<file path="config.mk">
export PLATFORM = sky130hd
export DESIGN_NAME = green_pixel_adaptive_mask
export DESIGN_NICKNAME = d
export VERILOG_FILES = /design/src/design/gpam_pkg.sv /design/src/design/gpam_ctrl.sv /design/src/design/gpam_datapath.sv /design/src/design/green_pixel_adaptive_mask.sv
export SDC_FILE = /design/constraint.sdc
export NUM_CORES = 1
export LEC_CHECK = 0
export BUFFER_PORTS_ARGS = -buffer_cell sky130_fd_sc_hd__buf_2
export CAP_MARGIN = 5
export CORE_ASPECT_RATIO = 0.75
export CORE_MARGIN = 1.5
export CORE_UTILIZATION = 35
export CTS_BUF_LIST = sky130_fd_sc_hd__clkbuf_8
export CTS_CLUSTER_DIAMETER = 50
export DETAILED_ROUTE_END_ITERATION = 12
export PLACE_DENSITY_LB_ADDON = 0.08
export SLEW_MARGIN = 25
export SYNTH_ARGS = -nofsm -noshare
export SYNTH_HDL_FRONTEND = slang
export SYNTH_SLANG_ARGS = --single-unit
</file>
<file path="constraint.sdc">
create_clock -name clk -period 11.7 [get_ports clk]
set_clock_uncertainty 0.2 [all_clocks]
set_input_delay 0.585 -clock clk [delete_from_list [all_inputs] [get_ports clk]]
set_output_delay 0.585 -clock clk [all_outputs]
set_load 0.02 [all_outputs]
</file>
<file path="src/design/gpam_pkg.sv">
package gpam_pkg;

	localparam int DEF_MAX_FRAME_PIXELS    = 4194304;
	localparam int DEF_RATIO_FRACTION_BITS = 16;

	// quotient bits resolved per cycle by the chromaticity divider
	localparam int DIV_STEPS = 4;

	localparam int PIX_W     = 8;
	localparam int TOTAL_W   = 10;
	localparam int CFG_IDX_W = 1;
	localparam int CFG_W     = 8;
	localparam int IN_DATA_W  = 24;
	localparam int OUT_DATA_W = 24;
	localparam int Q16_W     = 16;

	localparam logic [CFG_IDX_W-1:0] REG_BRIGHTNESS_FLOOR = 1'd0;
	localparam logic [CFG_IDX_W-1:0] REG_DOMINANCE_MARGIN = 1'd1;

	localparam logic [CFG_W-1:0] BRIGHTNESS_FLOOR_RST = 8'd50;
	localparam logic [CFG_W-1:0] DOMINANCE_MARGIN_RST = 8'd20;

	localparam logic MODE_GATHER   = 1'b0;
	localparam logic MODE_CLASSIFY = 1'b1;

	typedef struct packed {
		logic load_px;
		logic ch_step;
		logic acc;
		logic mean_ld;
		logic mean_step;
		logic mean_last;
		logic out_ld;
	} cmd_t;

	typedef struct packed {
		logic pass_end;
		logic need_mean;
	} sts_t;

endpackage

</file>
<file path="src/design/gpam_ctrl.sv">
module gpam_ctrl #(
	parameter int RATIO_FRACTION_BITS = gpam_pkg::DEF_RATIO_FRACTION_BITS
) (
	input  logic          clk,
	input  logic          arst_n,
	input  logic          s_tvalid,
	output logic          s_tready,
	output logic          m_tvalid,
	input  logic          m_tready,
	input  gpam_pkg::sts_t sts,
	output gpam_pkg::cmd_t cmd
);
	import gpam_pkg::*;

	localparam int FB       = RATIO_FRACTION_BITS;
	localparam int CH_ITERS = (FB + DIV_STEPS - 1) / DIV_STEPS;
	localparam int IT_W     = $clog2(FB);

	localparam logic [2:0] ST_IDLE    = 3'd0;
	localparam logic [2:0] ST_CHROMA  = 3'd1;
	localparam logic [2:0] ST_ACC     = 3'd2;
	localparam logic [2:0] ST_MEAN_LD = 3'd3;
	localparam logic [2:0] ST_MEAN    = 3'd4;
	localparam logic [2:0] ST_EMIT    = 3'd5;

	logic [2:0]      state_q, state_d;
	logic [IT_W-1:0] iter_q, iter_d;
	logic            m_tvalid_q;
	logic            slot_free;

	assign slot_free = !m_tvalid_q || m_tready;
	assign m_tvalid  = m_tvalid_q;
	assign s_tready  = (state_q == ST_IDLE);

	always_comb begin
		state_d = state_q;
		iter_d  = iter_q;
		cmd     = '0;
		case (state_q)
			ST_IDLE: begin
				if (s_tvalid) begin
					cmd.load_px = 1'b1;
					iter_d      = IT_W'(CH_ITERS - 1);
					state_d     = ST_CHROMA;
				end
			end
			ST_CHROMA: begin
				cmd.ch_step = 1'b1;
				if (iter_q == '0) begin
					state_d = ST_ACC;
				end else begin
					iter_d = iter_q - 1'b1;
				end
			end
			ST_ACC: begin
				cmd.acc = 1'b1;
				if (sts.need_mean) begin
					state_d = ST_MEAN_LD;
				end else if (!sts.pass_end && slot_free) begin
					cmd.out_ld = 1'b1;
					state_d    = ST_IDLE;
				end else begin
					state_d = ST_EMIT;
				end
			end
			ST_MEAN_LD: begin
				cmd.mean_ld = 1'b1;
				iter_d      = IT_W'(FB - 1);
				state_d     = ST_MEAN;
			end
			ST_MEAN: begin
				cmd.mean_step = 1'b1;
				if (iter_q == '0) begin
					cmd.mean_last = 1'b1;
					state_d       = ST_EMIT;
				end else begin
					iter_d = iter_q - 1'b1;
				end
			end
			ST_EMIT: begin
				if (slot_free) begin
					cmd.out_ld = 1'b1;
					state_d    = ST_IDLE;
				end
			end
			default: begin
				state_d = ST_IDLE;
			end
		endcase
	end

	always_ff @(posedge clk or negedge arst_n) begin
		if (!arst_n) begin
			state_q    <= ST_IDLE;
			iter_q     <= '0;
			m_tvalid_q <= 1'b0;
		end else begin
			state_q <= state_d;
			iter_q  <= iter_d;
			if (cmd.out_ld) begin
				m_tvalid_q <= 1'b1;
			end else if (m_tready) begin
				m_tvalid_q <= 1'b0;
			end
		end
	end

endmodule

</file>
<file path="src/design/gpam_datapath.sv">
module gpam_datapath #(
	parameter int MAX_FRAME_PIXELS    = gpam_pkg::DEF_MAX_FRAME_PIXELS,
	parameter int RATIO_FRACTION_BITS = gpam_pkg::DEF_RATIO_FRACTION_BITS
) (
	input  logic                              clk,
	input  logic                              arst_n,
	input  gpam_pkg::cmd_t                    cmd,
	output gpam_pkg::sts_t                    sts,
	input  logic [gpam_pkg::IN_DATA_W-1:0]    s_tdata,
	input  logic                              s_tlast,
	input  logic                              s_tuser,
	input  logic                              cfg_we,
	input  logic [gpam_pkg::CFG_IDX_W-1:0]    cfg_index,
	input  logic [gpam_pkg::CFG_W-1:0]        cfg_data,
	output logic [gpam_pkg::OUT_DATA_W-1:0]   m_tdata
);
	import gpam_pkg::*;

	localparam int FB       = RATIO_FRACTION_BITS;
	localparam int CH_ITERS = (FB + DIV_STEPS - 1) / DIV_STEPS;
	localparam int CH_BITS  = CH_ITERS * DIV_STEPS;
	localparam int CNT_W    = $clog2(MAX_FRAME_PIXELS + 1);
	localparam int SUM_W    = FB + CNT_W;
	localparam int NUM_W    = SUM_W + 5;
	localparam int DEN_W    = CNT_W + 5;
	localparam logic [FB-1:0]    RATIO_MAX = {FB{1'b1}};
	localparam logic [CNT_W-1:0] CNT_MAX   = CNT_W'(MAX_FRAME_PIXELS);

	logic [CFG_W-1:0] floor_q, margin_q;

	logic             mode_q, last_q;
	logic [PIX_W-1:0] red_q, green_q, blue_q;

	logic [TOTAL_W-1:0] total;
	logic [TOTAL_W-1:0] ch_rem_q, ch_rem_d;
	logic [CH_BITS-1:0] ch_quo_q;
	logic [DIV_STEPS-1:0] ch_bits;
	logic [FB-1:0]      chroma;

	logic [SUM_W-1:0] sum_q;
	logic [CNT_W-1:0] count_q;
	logic [FB-1:0]    thr_q;

	logic [NUM_W-1:0] numer;
	logic [DEN_W-1:0] denom;
	logic [DEN_W-1:0] mn_den_q, mn_rem_q, mn_rem_d;
	logic [FB-1:0]    mn_dq_q, mn_dq_d;
	logic [DEN_W:0]   mn_trial;

	logic qual, acc_en, flag;
	logic [PIX_W:0] red_m, blue_m;
	logic [Q16_W-1:0] thr16;
	logic             flag_q;
	logic [Q16_W-1:0] thr_out_q;

	assign total = TOTAL_W'(red_q) + TOTAL_W'(green_q) + TOTAL_W'(blue_q);

	always_comb begin
		logic [TOTAL_W:0] trial;
		logic [TOTAL_W-1:0] rem;
		rem     = ch_rem_q;
		ch_bits = '0;
		for (int i = 0; i < DIV_STEPS; i++) begin
			trial = {rem, 1'b0};
			if (trial >= {1'b0, total}) begin
				rem                       = TOTAL_W'(trial - {1'b0, total});
				ch_bits[DIV_STEPS-1-i]    = 1'b1;
			end else begin
				rem = trial[TOTAL_W-1:0];
			end
		end
		ch_rem_d = rem;
	end

	assign chroma = (TOTAL_W'(green_q) == total) ? RATIO_MAX : ch_quo_q[CH_BITS-1 -: FB];

	assign red_m  = {1'b0, red_q} + {1'b0, margin_q};
	assign blue_m = {1'b0, blue_q} + {1'b0, margin_q};
	assign qual   = ({1'b0, green_q} > red_m) && ({1'b0, green_q} > blue_m)
		&& (green_q > floor_q);
	assign acc_en = (mode_q == MODE_GATHER) && qual && (count_q < CNT_MAX);

	assign sts.pass_end  = (mode_q == MODE_GATHER) && last_q;
	assign sts.need_mean = sts.pass_end && ((count_q != '0) || acc_en);

	assign flag = (mode_q == MODE_GATHER) ? qual
		: ((total == '0) ? 1'b1 : !(chroma < thr_q));

	// mean * 23 / 25 as shift-add products
	assign numer = (NUM_W'(sum_q) << 4) + (NUM_W'(sum_q) << 2) + (NUM_W'(sum_q) << 1)
		+ NUM_W'(sum_q);
	assign denom = (DEN_W'(count_q) << 4) + (DEN_W'(count_q) << 3) + DEN_W'(count_q);

	assign mn_trial = {mn_rem_q, mn_dq_q[FB-1]};
	always_comb begin
		if (mn_trial >= {1'b0, mn_den_q}) begin
			mn_rem_d = DEN_W'(mn_trial - {1'b0, mn_den_q});
			mn_dq_d  = {mn_dq_q[FB-2:0], 1'b1};
		end else begin
			mn_rem_d = mn_trial[DEN_W-1:0];
			mn_dq_d  = {mn_dq_q[FB-2:0], 1'b0};
		end
	end

	generate
		if (FB >= Q16_W) begin : g_q16_trunc
			assign thr16 = thr_q[FB-1 -: Q16_W];
		end else begin : g_q16_ext
			assign thr16 = {thr_q, {(Q16_W-FB){1'b0}}};
		end
	endgenerate

	always_ff @(posedge clk or negedge arst_n) begin
		if (!arst_n) begin
			floor_q  <= BRIGHTNESS_FLOOR_RST;
			margin_q <= DOMINANCE_MARGIN_RST;
		end else if (cfg_we) begin
			case (cfg_index)
				REG_BRIGHTNESS_FLOOR: floor_q  <= cfg_data;
				REG_DOMINANCE_MARGIN: margin_q <= cfg_data;
				default: begin
				end
			endcase
		end
	end

	always_ff @(posedge clk or negedge arst_n) begin
		if (!arst_n) begin
			sum_q   <= '0;
			count_q <= '0;
			thr_q   <= '0;
		end else begin
			if (cmd.acc) begin
				if (acc_en) begin
					sum_q   <= sum_q + SUM_W'(chroma);
					count_q <= count_q + 1'b1;
				end
				if (sts.pass_end && !sts.need_mean) begin
					thr_q <= '0;
				end
			end
			if (cmd.mean_ld) begin
				sum_q   <= '0;
				count_q <= '0;
			end
			if (cmd.mean_step && cmd.mean_last) begin
				thr_q <= mn_dq_d;
			end
		end
	end

	always_ff @(posedge clk) begin
		if (cmd.load_px) begin
			mode_q   <= s_tuser;
			last_q   <= s_tlast;
			red_q    <= s_tdata[PIX_W-1:0];
			green_q  <= s_tdata[2*PIX_W-1:PIX_W];
			blue_q   <= s_tdata[3*PIX_W-1:2*PIX_W];
			ch_rem_q <= TOTAL_W'(s_tdata[2*PIX_W-1:PIX_W]);
		end
		if (cmd.ch_step) begin
			ch_rem_q <= ch_rem_d;
			ch_quo_q <= {ch_quo_q[CH_BITS-DIV_STEPS-1:0], ch_bits};
		end
		if (cmd.mean_ld) begin
			mn_den_q <= denom;
			mn_rem_q <= numer[NUM_W-1:FB];
			mn_dq_q  <= numer[FB-1:0];
		end
		if (cmd.mean_step) begin
			mn_rem_q <= mn_rem_d;
			mn_dq_q  <= mn_dq_d;
		end
		if (cmd.out_ld) begin
			flag_q    <= flag;
			thr_out_q <= thr16;
		end
	end

	assign m_tdata = {(OUT_DATA_W-Q16_W-1)'(0), thr_out_q, flag_q};

endmodule

</file>
<file path="src/design/green_pixel_adaptive_mask.sv">
// Green pixel mask with an adaptive chromaticity threshold.
// Input stream s_*: one RGB pixel per transfer. s_tuser selects the pass
// (0 gather, 1 classify), s_tlast marks the last pixel of a gather pass.
// Output stream m_*: one result per pixel, the pixel flag and the current
// threshold as a Q0.16 fraction, in input order.
// Configuration: cfg_we writes cfg_data into register cfg_index
// (0 brightness floor, 1 dominance margin); write only while idle.
// Each pixel is loaded, divided by the chromaticity divider, which resolves
// four quotient bits per cycle, and passes the accumulate step before its
// result is registered; a new pixel is taken only once the last one has been
// handed to the output register. The last gather pixel adds a bit-serial mean
// division for the threshold when any pixel was counted, and an extra emit
// state otherwise.
// Reset clears the sum, count and threshold, loads the registers with 50
// and 20 and empties the output register.
// When the receiver stalls, the result holds in the output register; the
// next pixel is still taken and computed, then waits until the output
// register frees.
module green_pixel_adaptive_mask #(
	parameter int MAX_FRAME_PIXELS    = gpam_pkg::DEF_MAX_FRAME_PIXELS,
	parameter int RATIO_FRACTION_BITS = gpam_pkg::DEF_RATIO_FRACTION_BITS
) (
	input  logic                            clk,
	input  logic                            arst_n,
	input  logic                            s_tvalid,
	output logic                            s_tready,
	input  logic [gpam_pkg::IN_DATA_W-1:0]  s_tdata,   // red, green, blue
	input  logic                            s_tlast,   // last_pixel
	input  logic                            s_tuser,   // mode
	output logic                            m_tvalid,
	input  logic                            m_tready,
	output logic [gpam_pkg::OUT_DATA_W-1:0] m_tdata,   // pixel_flag, threshold_value, zero pad
	input  logic                            cfg_we,
	input  logic [gpam_pkg::CFG_IDX_W-1:0]  cfg_index,
	input  logic [gpam_pkg::CFG_W-1:0]      cfg_data
);
	import gpam_pkg::*;

	cmd_t cmd;
	sts_t sts;

	gpam_ctrl #(
		.RATIO_FRACTION_BITS(RATIO_FRACTION_BITS)
	) u_ctrl (
		.clk      (clk),
		.arst_n   (arst_n),
		.s_tvalid (s_tvalid),
		.s_tready (s_tready),
		.m_tvalid (m_tvalid),
		.m_tready (m_tready),
		.sts      (sts),
		.cmd      (cmd)
	);

	gpam_datapath #(
		.MAX_FRAME_PIXELS    (MAX_FRAME_PIXELS),
		.RATIO_FRACTION_BITS (RATIO_FRACTION_BITS)
	) u_datapath (
		.clk       (clk),
		.arst_n    (arst_n),
		.cmd       (cmd),
		.sts       (sts),
		.s_tdata   (s_tdata),
		.s_tlast   (s_tlast),
		.s_tuser   (s_tuser),
		.cfg_we    (cfg_we),
		.cfg_index (cfg_index),
		.cfg_data  (cfg_data),
		.m_tdata   (m_tdata)
	);

	a_one_pixel: assert property (@(posedge clk) disable iff (!arst_n)
		(s_tvalid && s_tready) |=> !s_tready)
		else $error("pixel accepted while another is in work");

	a_no_overwrite: assert property (@(posedge clk) disable iff (!arst_n)
		cmd.out_ld |-> (!m_tvalid || m_tready))
		else $error("output register loaded while holding a result");

	a_one_phase: assert property (@(posedge clk) disable iff (!arst_n)
		$onehot0({cmd.load_px, cmd.ch_step, cmd.acc, cmd.mean_ld, cmd.mean_step}))
		else $error("datapath commands overlap");

	a_mean_follows: assert property (@(posedge clk) disable iff (!arst_n)
		cmd.mean_ld |=> (cmd.mean_step && !s_tready))
		else $error("mean division did not start after load");

endmodule
</file>
Yosys cells after proc, flatten, opt, wreduce, memory -nomap -nowiden

Cells that the tools add are included.

Register bits: 243
Output and inout bits: 26
Word-level logic and storage cells: 145

Add/sub/neg operators: 17
Order comparisons: 10
Eq/ne operators: 11
Mux-type cells: 51
Bitwise logic cells: 2
Reductions and logical operators: 34

Operators with widths:

| operator                                      | number |
|---|---|
| two-way mux 39 bit                            | 3 |
| two-way mux 16 bit                            | 6 |
| two-way mux 28 bit                            | 3 |
| two-way mux 23 bit                            | 3 |
| two-way mux 10 bit                            | 6 |
| adder 43 x 41 -> 44 bit                       | 1 |
| adder 44 x 39 -> 44 bit                       | 1 |
| adder 44 x 40 -> 44 bit                       | 1 |
| greater-or-equal comparator 11 x 10 -> 1 bit  | 4 |
| subtractor 10 bit                             | 4 |
| adder 39 x 16 -> 39 bit                       | 1 |
| greater-or-equal comparator 29 x 28 -> 1 bit  | 1 |
| adder 27 x 26 -> 28 bit                       | 1 |
| adder 28 x 23 -> 28 bit                       | 1 |
| subtractor 28 bit                             | 1 |
| adder 8 x 8 -> 9 bit                          | 3 |
| adder 23 x 1 -> 23 bit, second input constant | 1 |
| < comparator 23 bit, second input constant    | 1 |
| nonzero test 23 bit                           | 1 |
| > comparator 8 x 9 -> 1 bit                   | 2 |
| two-way mux 1 bit                             | 18 |
| two-way mux 3 bit                             | 6 |
| one-hot mux 3 bit (6 select lines)            | 1 |
| < comparator 16 bit                           | 1 |
| other kinds (26)                              | 54 |

Logic depth before layout (Yosys ltp)

Gate-level depths: netlist (run 1).

Depth in word-level cells: 13
Depth in mapped cells: 56
Mapped depth without buffers: 53

By module

Synthesis (run 1) repeated with hierarchy kept, for this count alone.

Cells, all modules: 2,125
Area total of the unflattened synthesis: 21,176.6 um^2

Modules (own cells, without submodules):

| module        | times used | cells an instance | area each (um^2) | sequential area each (um^2) |
|---|---|---|---|---|
| gpam_datapath | 1          | 2,054             | 20,603.5         | 6,592.6 |
| gpam_ctrl     | 1          | 71                | 573.0            | 200.2 |

Least setup slack after synthesis (run 1)

Ideal clock, no wire load.

Kind: register to register
Start: reg u_datapath.green_q[0]
End: reg u_datapath.ch_rem_q[1], data pin
Setup time: 0.268 ns
Data arrival time: 10.349 ns
Path slack: 0.883 ns
Cell stages (with the launch flop): 52
Path buffers: 4
Path through: edfxtp_1 > ha_1 > fa_1 > xor2_1 > ha_1 > a21oi_1 > o21bai_1 > a21oi_1 > o21bai_1 > a21oi_1 > xnor2_1 > inv_1 > ha_1 > nand4_1 > a31oi_1 > o21ai_1 > o21ai_1 > buf_4 > [16 not listed] > a211oi_1 > a31oi_1 > nand2b_1 > a221oi_2 > a41oi_2 > mux2i_1 > inv_1 > mux2_1 > ha_1 > a2111o_1 > a31o_1 > a21o_1 > o21a_1 > a211o_1 > a221oi_2 > buf_6 > or4_1 > nand4_1

Longest elaborated chain between the ends: 11

Ends and longest elaborated chain:

| element                                                                           | RTL line                                 | RTL |
|---|---|---|
| start, declared                                                                   | gpam_datapath.sv:32                      | `logic [PIX_W-1:0] red_q, green_q, blue_q;` |
| start signal, assigned                                                            | gpam_datapath.sv:157                     | `green_q <= s_tdata[2*PIX_W-1:PIX_W];` |
| adder 8 x 8 -> 9 bit *                                                            | gpam_datapath.sv:56                      | `assign total = TOTAL_W'(red_q) + TOTAL_W'(green_q) + TOTAL_W'(blue_q);` |
| adder 10 x 8 -> 10 bit *                                                          | gpam_datapath.sv:56                      |  |
| subtractor 10 bit or greater-or-equal comparator 11 x 10 -> 1 bit (tied branches) | gpam_datapath.sv:66, gpam_datapath.sv:65 |  |
| two-way mux 10 bit                                                                | gpam_datapath.sv:65                      | `if (trial >= {1'b0, total}) begin` |
| subtractor 10 bit or greater-or-equal comparator 11 x 10 -> 1 bit (tied branches) | gpam_datapath.sv:66, gpam_datapath.sv:65 |  |
| two-way mux 10 bit                                                                | gpam_datapath.sv:65                      |  |
| greater-or-equal comparator 11 x 10 -> 1 bit or subtractor 10 bit (tied branches) | gpam_datapath.sv:65, gpam_datapath.sv:66 |  |
| two-way mux 10 bit                                                                | gpam_datapath.sv:65                      |  |
| subtractor 10 bit or greater-or-equal comparator 11 x 10 -> 1 bit (tied branches) | gpam_datapath.sv:66, gpam_datapath.sv:65 |  |
| two-way mux 10 bit *                                                              | gpam_datapath.sv:65                      |  |
| two-way mux 10 bit *                                                              | gpam_datapath.sv:161                     | `if (cmd.ch_step) begin` |
| end signal, assigned                                                              | gpam_datapath.sv:159                     | `ch_rem_q <= TOTAL_W'(s_tdata[2*PIX_W-1:PIX_W]);` |
| end signal, assigned                                                              | gpam_datapath.sv:162                     | `ch_rem_q <= ch_rem_d;` |
| end, declared                                                                     | gpam_datapath.sv:35                      | `logic [TOTAL_W-1:0] ch_rem_q, ch_rem_d;` |

Mark *: on every way between the ends. The rest lies on a longest branch, timed or not.
A chain may end at the register's enable or synchronous reset.

Worst setup path in the final report (run 1)

Start: reg u_datapath.green_q[1]
End: reg u_datapath.ch_rem_q[3], data pin

The elaborated chain is that of the path after synthesis.

==> results of run 1 <==
worst paths after layout:
kind | to | slack [ps] | startpoint
worst max register to register | u_datapath.ch_rem_q[3]$_DFFE_PP_ | 440 | u_datapath.green_q[1]$_DFFE_PP_
max in group asynchronous | u_ctrl.state_q[2]$_DFFE_PN0P_ | 9680 | arst_n
min in group asynchronous | u_datapath.sum_q[35]$_DFFE_PN0P_ | 350 | arst_n
worst min register to register | u_datapath.ch_quo_q[12]$_DFFE_PP_ | 240 | u_datapath.ch_quo_q[8]$_DFFE_PP_
worst min-delay path | u_ctrl.m_tvalid$_DFFE_PN0P_ | 110 | m_tready
worst max-delay path | u_datapath.ch_rem_q[3]$_DFFE_PP_ | 440 | u_datapath.green_q[1]$_DFFE_PP_
cells by family after synthesis:
group | count (synthesis) | share of synthesized area
other | 1 | 0.000174
flip-flops | 243 | 0.315
adder cells (fa/ha/maj) | 357 | 0.242
AO/OA/AOI/OAI | 558 | 0.169
multiplexers | 42 | 0.0211
XOR/XNOR | 186 | 0.0758
AND/OR/NAND/NOR | 608 | 0.139
buffers and inverters | 204 | 0.0382
flip-flops by register name, summed over array words and instances (netlist names), 3 cells and up:
signal and count:
u_ctrl.iter_q 4, u_ctrl.state_q 3, u_datapath.blue_q 8, u_datapath.ch_quo_q 16, u_datapath.ch_rem_q 10, u_datapath.count_q 23
u_datapath.floor_q 8, u_datapath.green_q 8, u_datapath.margin_q 8, u_datapath.mn_den_q 28, u_datapath.mn_dq_q 16, u_datapath.mn_rem_q 28
u_datapath.red_q 8, u_datapath.sum_q 39, u_datapath.thr16 16, u_datapath.thr_out_q 16
synthesized netlist by cell type (all sizes together) (35+ instances only):
library cell,number
inv,146
nor2,154
o21a,35
a21oi,145
nand2,148
nand3,65
o21ai,123
ha,255
clkbuf,39
dfrtp,97
edfxtp,141
xnor2,118
xor2,68
nor3,38
a21o,74
fa,101
layout by cell type (no fill, tap or decap), types with 25 or more instances in the layout:
cell           count
o21a_1            35
nand2_1          146
dlygate4sd3_1     35
dfrtp_1           97
a21o_1            73
a21oi_1          131
xnor2_1          117
nor3_1            36
nor2b_1           25
xor2_1            67
nand3_1           65
buf_4             62
o211ai_1          25
buf_2             59
o21ai_0          116
ha_1             247
nand4_1           33
nand2b_1          29
clkbuf_8          56
inv_1            156
edfxtp_1         141
or2_2             31
fa_1             100
nor2_1           152
worst register-to-register path: cells and delay by family (launching register included):
kind	cells	cell delay (ps)
compound gates	26	4850
flops	1	460
xor+xnor	2	360
simple gates	5	1230
fa+ha+maj	6	1640
mux	5	1450
buf+inv	6	810
stage by stage:
stage	TNS [ps]	instances
4_1_cts	0	3182
2_1_floorplan	0	2205
6_report	0	3206
3_5_place_dp	-1270	3048
5_1_grt	-265	3206
3_3_place_gp	0	3048
area by class of cell:
cell class / instances / area share
sequential: 243 / 0.273
multi-input combinational: 1758 / 0.571
clock inverter: 42 / 0.0161
clock buffer: 56 / 0.0310
inverter: 148 / 0.0223
tap: 800 / 0.0402
timing repair buffer: 159 / 0.0462
layer usage:
metal  routed length [µm]  up-vias  share of wire
met1                33400     8039           0.56
met2                22500      294           0.38
li1                     -     8254              -
met4                 1110        0          0.019
met5                    0        -              0
met3                 2390       78          0.040
what timing repair did:
item,4_1_cts,5_1_grt
pin swaps,1,28
setup buffers,1,22
endpoints found under the hold margin,89,0
cloned,0,2
setup endpoints to repair,10,11
hold buffers,35,0
gates resized for setup,5,43
==> results.py, run 1 <==
metrics = {
    "die": {
        "core_um2": 60700,
        "start_util": 0.356,
        "dieWidth_um": 290,
        "rows": 78,
        "die_y_um": 218,
        "pin_count": 66,
        "die_area_um2": 63200,
    },
    "sta": {
        "slew_headroom": 0.363,
        "worst_slack_ps": 435,
        "report.final.setup_viol": 0,
        "worstMarginPinSlew_ps": 931,
        "period_minus_slack_ps": 11260,
        "post-route-period-util": 0.963,
        "timing.hold.ws_ps": 112,
        "slew_violations": 0,
        "hold_viol": 0,
        "fmax_mhz": 88.8,
    },
    "clock_network": {
        "cts-root-buf": "clkbuf_8",
        "cts.htree.levels": 2,
        "clockBufferDepth": 3,
        "worstSkewPairLatency_ps": 650,
        "cts_tree": "yes",
        "clock-sinks": 243,
        "cts_made_buffers": 52,
        "clkSlewWorstSetupHoldPaths_ps": 70,
    },
    "placement": {
        "pre_cts_ws_ps": -222,
        "io_buffers": 58,
        "gp_congestion": 0.874,
        "placed_area_um2": 23000,
        "dp_hpwl_um": 46100,
    },
    "synthesis": {
        "synth_cell_type_count": 90,
        "ys_seq_area_frac": 0.315,
        "syn_area_um2": 21600,
        "yosysWarnings": 0,
        "synth.area.top_cells": "edfxtp_1 (20%), ha_1 (15%), dfrtp_1 (11%)",
        "synth_top_area_share": 0.196,
        "synth_largest_area_cell": "edfxtp_1",
        "ys.flop_type": "edfxtp_1",
        "syn_avg_cell_area_um2": 9.82,
        "synth_edf_count": 141,
        "ys_seq_elements": 243,
        "synthCells": 2199,
        "synth_async_sr_flop_share": 0.420,
    },
    "detailed_routing": {
        "vias": 16700,
        "first_pass_iters": 5,
        "initialDrtViolationCount": 1220,
        "antenna_left": 0,
        "wl_per_cell_um": 18.5,
        "vias_per_cell": 5.20,
        "route.detailed.drc": 0,
        "drt-total-wl_um": 59400,
    },
    "global_routing": {
        "grt_use_met2": 0.244,
        "grt_pass1_vias": 16200,
        "grt-ovfl-total": 0,
        "groute.layer.met3.usage": 0.0300,
        "antenna_found_initial": 0,
        "grt_pass1_wl_um": 93700,
        "grt_max_degree": 71,
        "globalRoute.busiestLayer": "met1",
        "track_usage": 0.190,
        "use_met1": 0.317,
    },
    "final_layout": {
        "layout-drive-gt1-share": 0.136,
        "fin_util": 0.410,
        "nNetsFinal": 2758,
        "multi_input_area_um2": 14200,
        "regArea_um2": 6790,
        "n_fill_cell": 5952,
        "antenna_cells": 0,
        "fin_area_um2": 24900,
        "syn2layout_area_growth_pct": 15.3,
    },
    "setup_path": {
        "r2r_cells": 50,
        "max_stage_delay_ps": 520,
        "critPathTopFamily": "compound AO/OA/AOI/OAI gates",
        "worstPathArrival_ps": 11440,
        "path_class": "flop to flop",
        "cp_slowest_cell": "or4_1",
        "worstPathMaxFanout": 8,
        "cp.depth": 50,
        "end_kind": "flop",
        "cp-start-kind": "flop",
        "crit_required_ps": 11870,
        "cp_num_buf_inv": 6,
        "cpMostUsedCell": "a21oi_2",
    },
    "run_status": {
        "run_status": "finished, final reports clean",
    },
    "min_path": {
        "min_path_type": "primary input to flop",
        "hold_depth": 4,
    },
    "flow_run": {
        "cap_viol_max_count": 0,
    },
}
Power of run 1 is left out: the tool's default activity adds up to more than one toggle a clock period on the data nets, which glitch-free logic cannot reach.
==> inputs of run 2 (changes only) <==
- BUFFER_PORTS_ARGS: -buffer_cell sky130_fd_sc_hd__buf_2 -> -buffer_cell sky130_fd_sc_hd__buf_4
==> results.py, run 2 (same netlist as run 1, synthesis figures left out) <==
metrics = {
    "min_path": {
        "min_to": "u_ctrl.m_tvalid$_DFFE_PN0P_",
        "worstHoldStart": "m_tready",
        "min_path_type": "primary input to flop",
        "hold_depth": 4,
    },
    "global_routing": {
        "grt_max_degree": 54,
        "track_usage": 0.191,
        "grt-ovfl-total": 0,
        "antenna_found_initial": 1,
        "grt_pass1_wl_um": 94300,
        "grt_pass1_vias": 16300,
    },
    "detailed_routing": {
        "antenna_left": 0,
        "vias": 16500,
        "initialDrtViolationCount": 1238,
        "wl_per_cell_um": 18.6,
        "vias_per_cell": 5.16,
        "drt-total-wl_um": 59600,
        "route.detailed.drc": 0,
        "first_pass_iters": 5,
    },
    "final_layout": {
        "syn2layout_area_growth_pct": 14.7,
        "mostFrequentLayoutCell": "ha_1",
        "top_register": "u_datapath.sum_q",
        "final_cell_mix": "ha_1 (248), inv_1 (158), nor2_1 (153), nand2_1 (146), edfxtp_1 (141)",
        "layout-drive-gt1-share": 0.127,
        "nNetsFinal": 2752,
        "largest_reg_flops": 39,
        "top_regs": "u_datapath.sum_q: 39 flops, u_datapath.mn_den_q: 28 flops, u_datapath.mn_rem_q: 28 flops",
    },
    "die": {
        "die_area_um2": 63200,
        "pin_count": 66,
        "core_um2": 60700,
        "dieWidth_um": 290,
        "rows": 78,
        "start_util": 0.356,
        "die_y_um": 218,
    },
    "setup_path": {
        "critPathTopFamily": "compound AO/OA/AOI/OAI gates",
        "cp_num_buf_inv": 5,
        "cp_slowest_cell": "fa_2",
        "r2r-start": "u_datapath.red_q[0]$_DFFE_PP_",
        "crit_required_ps": 11870,
        "r2r_cells": 50,
        "cp-start-kind": "flop",
        "rrSetupSlack_ps": 430,
        "max_stage_delay_ps": 570,
        "worstPathArrival_ps": 11440,
        "path_class": "flop to flop",
        "end_kind": "flop",
        "cp.depth": 50,
        "worstPathMaxFanout": 11,
        "r2r_end": "u_datapath.ch_rem_q[1]$_DFFE_PP_",
    },
    "sta": {
        "post-route-period-util": 0.963,
        "hold_viol": 0,
        "report.final.setup_viol": 0,
        "timing.hold.ws_ps": 178,
        "tns_ps": 0,
        "fmax_mhz": 88.7,
        "period_minus_slack_ps": 11270,
        "worstMarginPinSlew_ps": 965,
        "worst_slack_ps": 430,
        "slew_headroom": 0.356,
        "slew_violations": 0,
    },
    "clock_network": {
        "cts.htree.levels": 2,
        "clock-sinks": 243,
        "cts_made_buffers": 50,
        "clockBufferDepth": 3,
        "clkSlewWorstSetupHoldPaths_ps": 60,
        "worstSkewPairLatency_ps": 650,
        "cts-root-buf": "clkbuf_8",
        "cts_tree": "yes",
    },
    "placement": {
        "pre_cts_ws_ps": -248,
        "io_buffers": 58,
        "gp_congestion": 0.888,
        "dp_hpwl_um": 46400,
    },
    "run_status": {
        "run_status": "finished, final reports clean",
    },
    "flow_run": {
        "cap_viol_max_count": 0,
    },
}
## run 2: cell types whose count changed in the layout (fill, tap and decap cells not counted), sizes merged
cell | before | now
buf | 124 | 120
inv | 163 | 164
clkbuf | 56 | 51
clkinvlp | 5 | 2
bufinv | 7 | 4
clkinv | 15 | 20
diode | 0 | 1
## run 2: routing by layer
layer	vias up	GRT usage	wire, µm
met5	-	0	0
met1	7913	0.324	34200
met2	265	0.243	22100
met4	0	0.0470	1200
li1	8238	-	-
met3	71	0.0264	2100
## run 2: how the worst max path moves through the flow
stage | start | end | slack [ps]
2_1_floorplan | u_datapath.green_q[0]$_DFFE_PP_ | u_datapath.ch_rem_q[1]$_DFFE_PP_ | 880
3_3_place_gp | u_datapath.green_q[0]$_DFFE_PP_ | u_datapath.ch_rem_q[1]$_DFFE_PP_ | 20
3_5_place_dp | u_datapath.red_q[0]$_DFFE_PP_ | u_datapath.ch_rem_q[1]$_DFFE_PP_ | -250
4_1_cts | u_datapath.red_q[0]$_DFFE_PP_ | u_datapath.ch_rem_q[1]$_DFFE_PP_ | 20
5_1_grt | u_datapath.green_q[1]$_DFFE_PP_ | u_datapath.ch_rem_q[3]$_DFFE_PP_ | -100
6_report | u_datapath.red_q[0]$_DFFE_PP_ | u_datapath.ch_rem_q[1]$_DFFE_PP_ | 430
## run 2: final cells by class
| class | count | area (µm²) |
|---|---|---|
| fill | 5983 | 35900 |
| clock buffer | 51 | 702 |
| inverter | 148 | 556 |
| timing repair buffer | 155 | 1250 |
| multi-input combinational | 1758 | 14200 |
| antenna | 1 | 2.50 |
| clock inverter | 42 | 313 |
| sequential | 243 | 6790 |
| tap | 800 | 1000 |
## run 2: timing repair
| action | CTS | global route |
|---|---|---|
| setup buffers | 3 | 17 |
| gates resized for setup | 3 | 26 |
| setup endpoints to repair | 11 | 11 |
| pin swaps | 1 | 10 |
| endpoints found under the hold margin | 88 | 0 |
| hold buffers | 35 | 0 |
| gates cloned | 0 | 0 |
## run 2: through the flow
| stage | util | cells | cell area [µm²] |
|---|---|---|---|
| after floorplan | - | 2205 | 21600 |
| after global placement | 0.381 | 3049 | 23100 |
| after detailed placement | 0.381 | 3049 | 23100 |
| after CTS | 0.404 | 3180 | 24500 |
| after global routing | 0.408 | 3198 | 24800 |
| final | 0.408 | 3198 | 24800 |
## run 2: worst min-delay path, stage by stage
cell and delay (ps):
buf_4 70, inv_1 50, nand2_1 170, nand2_1 80
Power of run 2 is left out for the same reason.
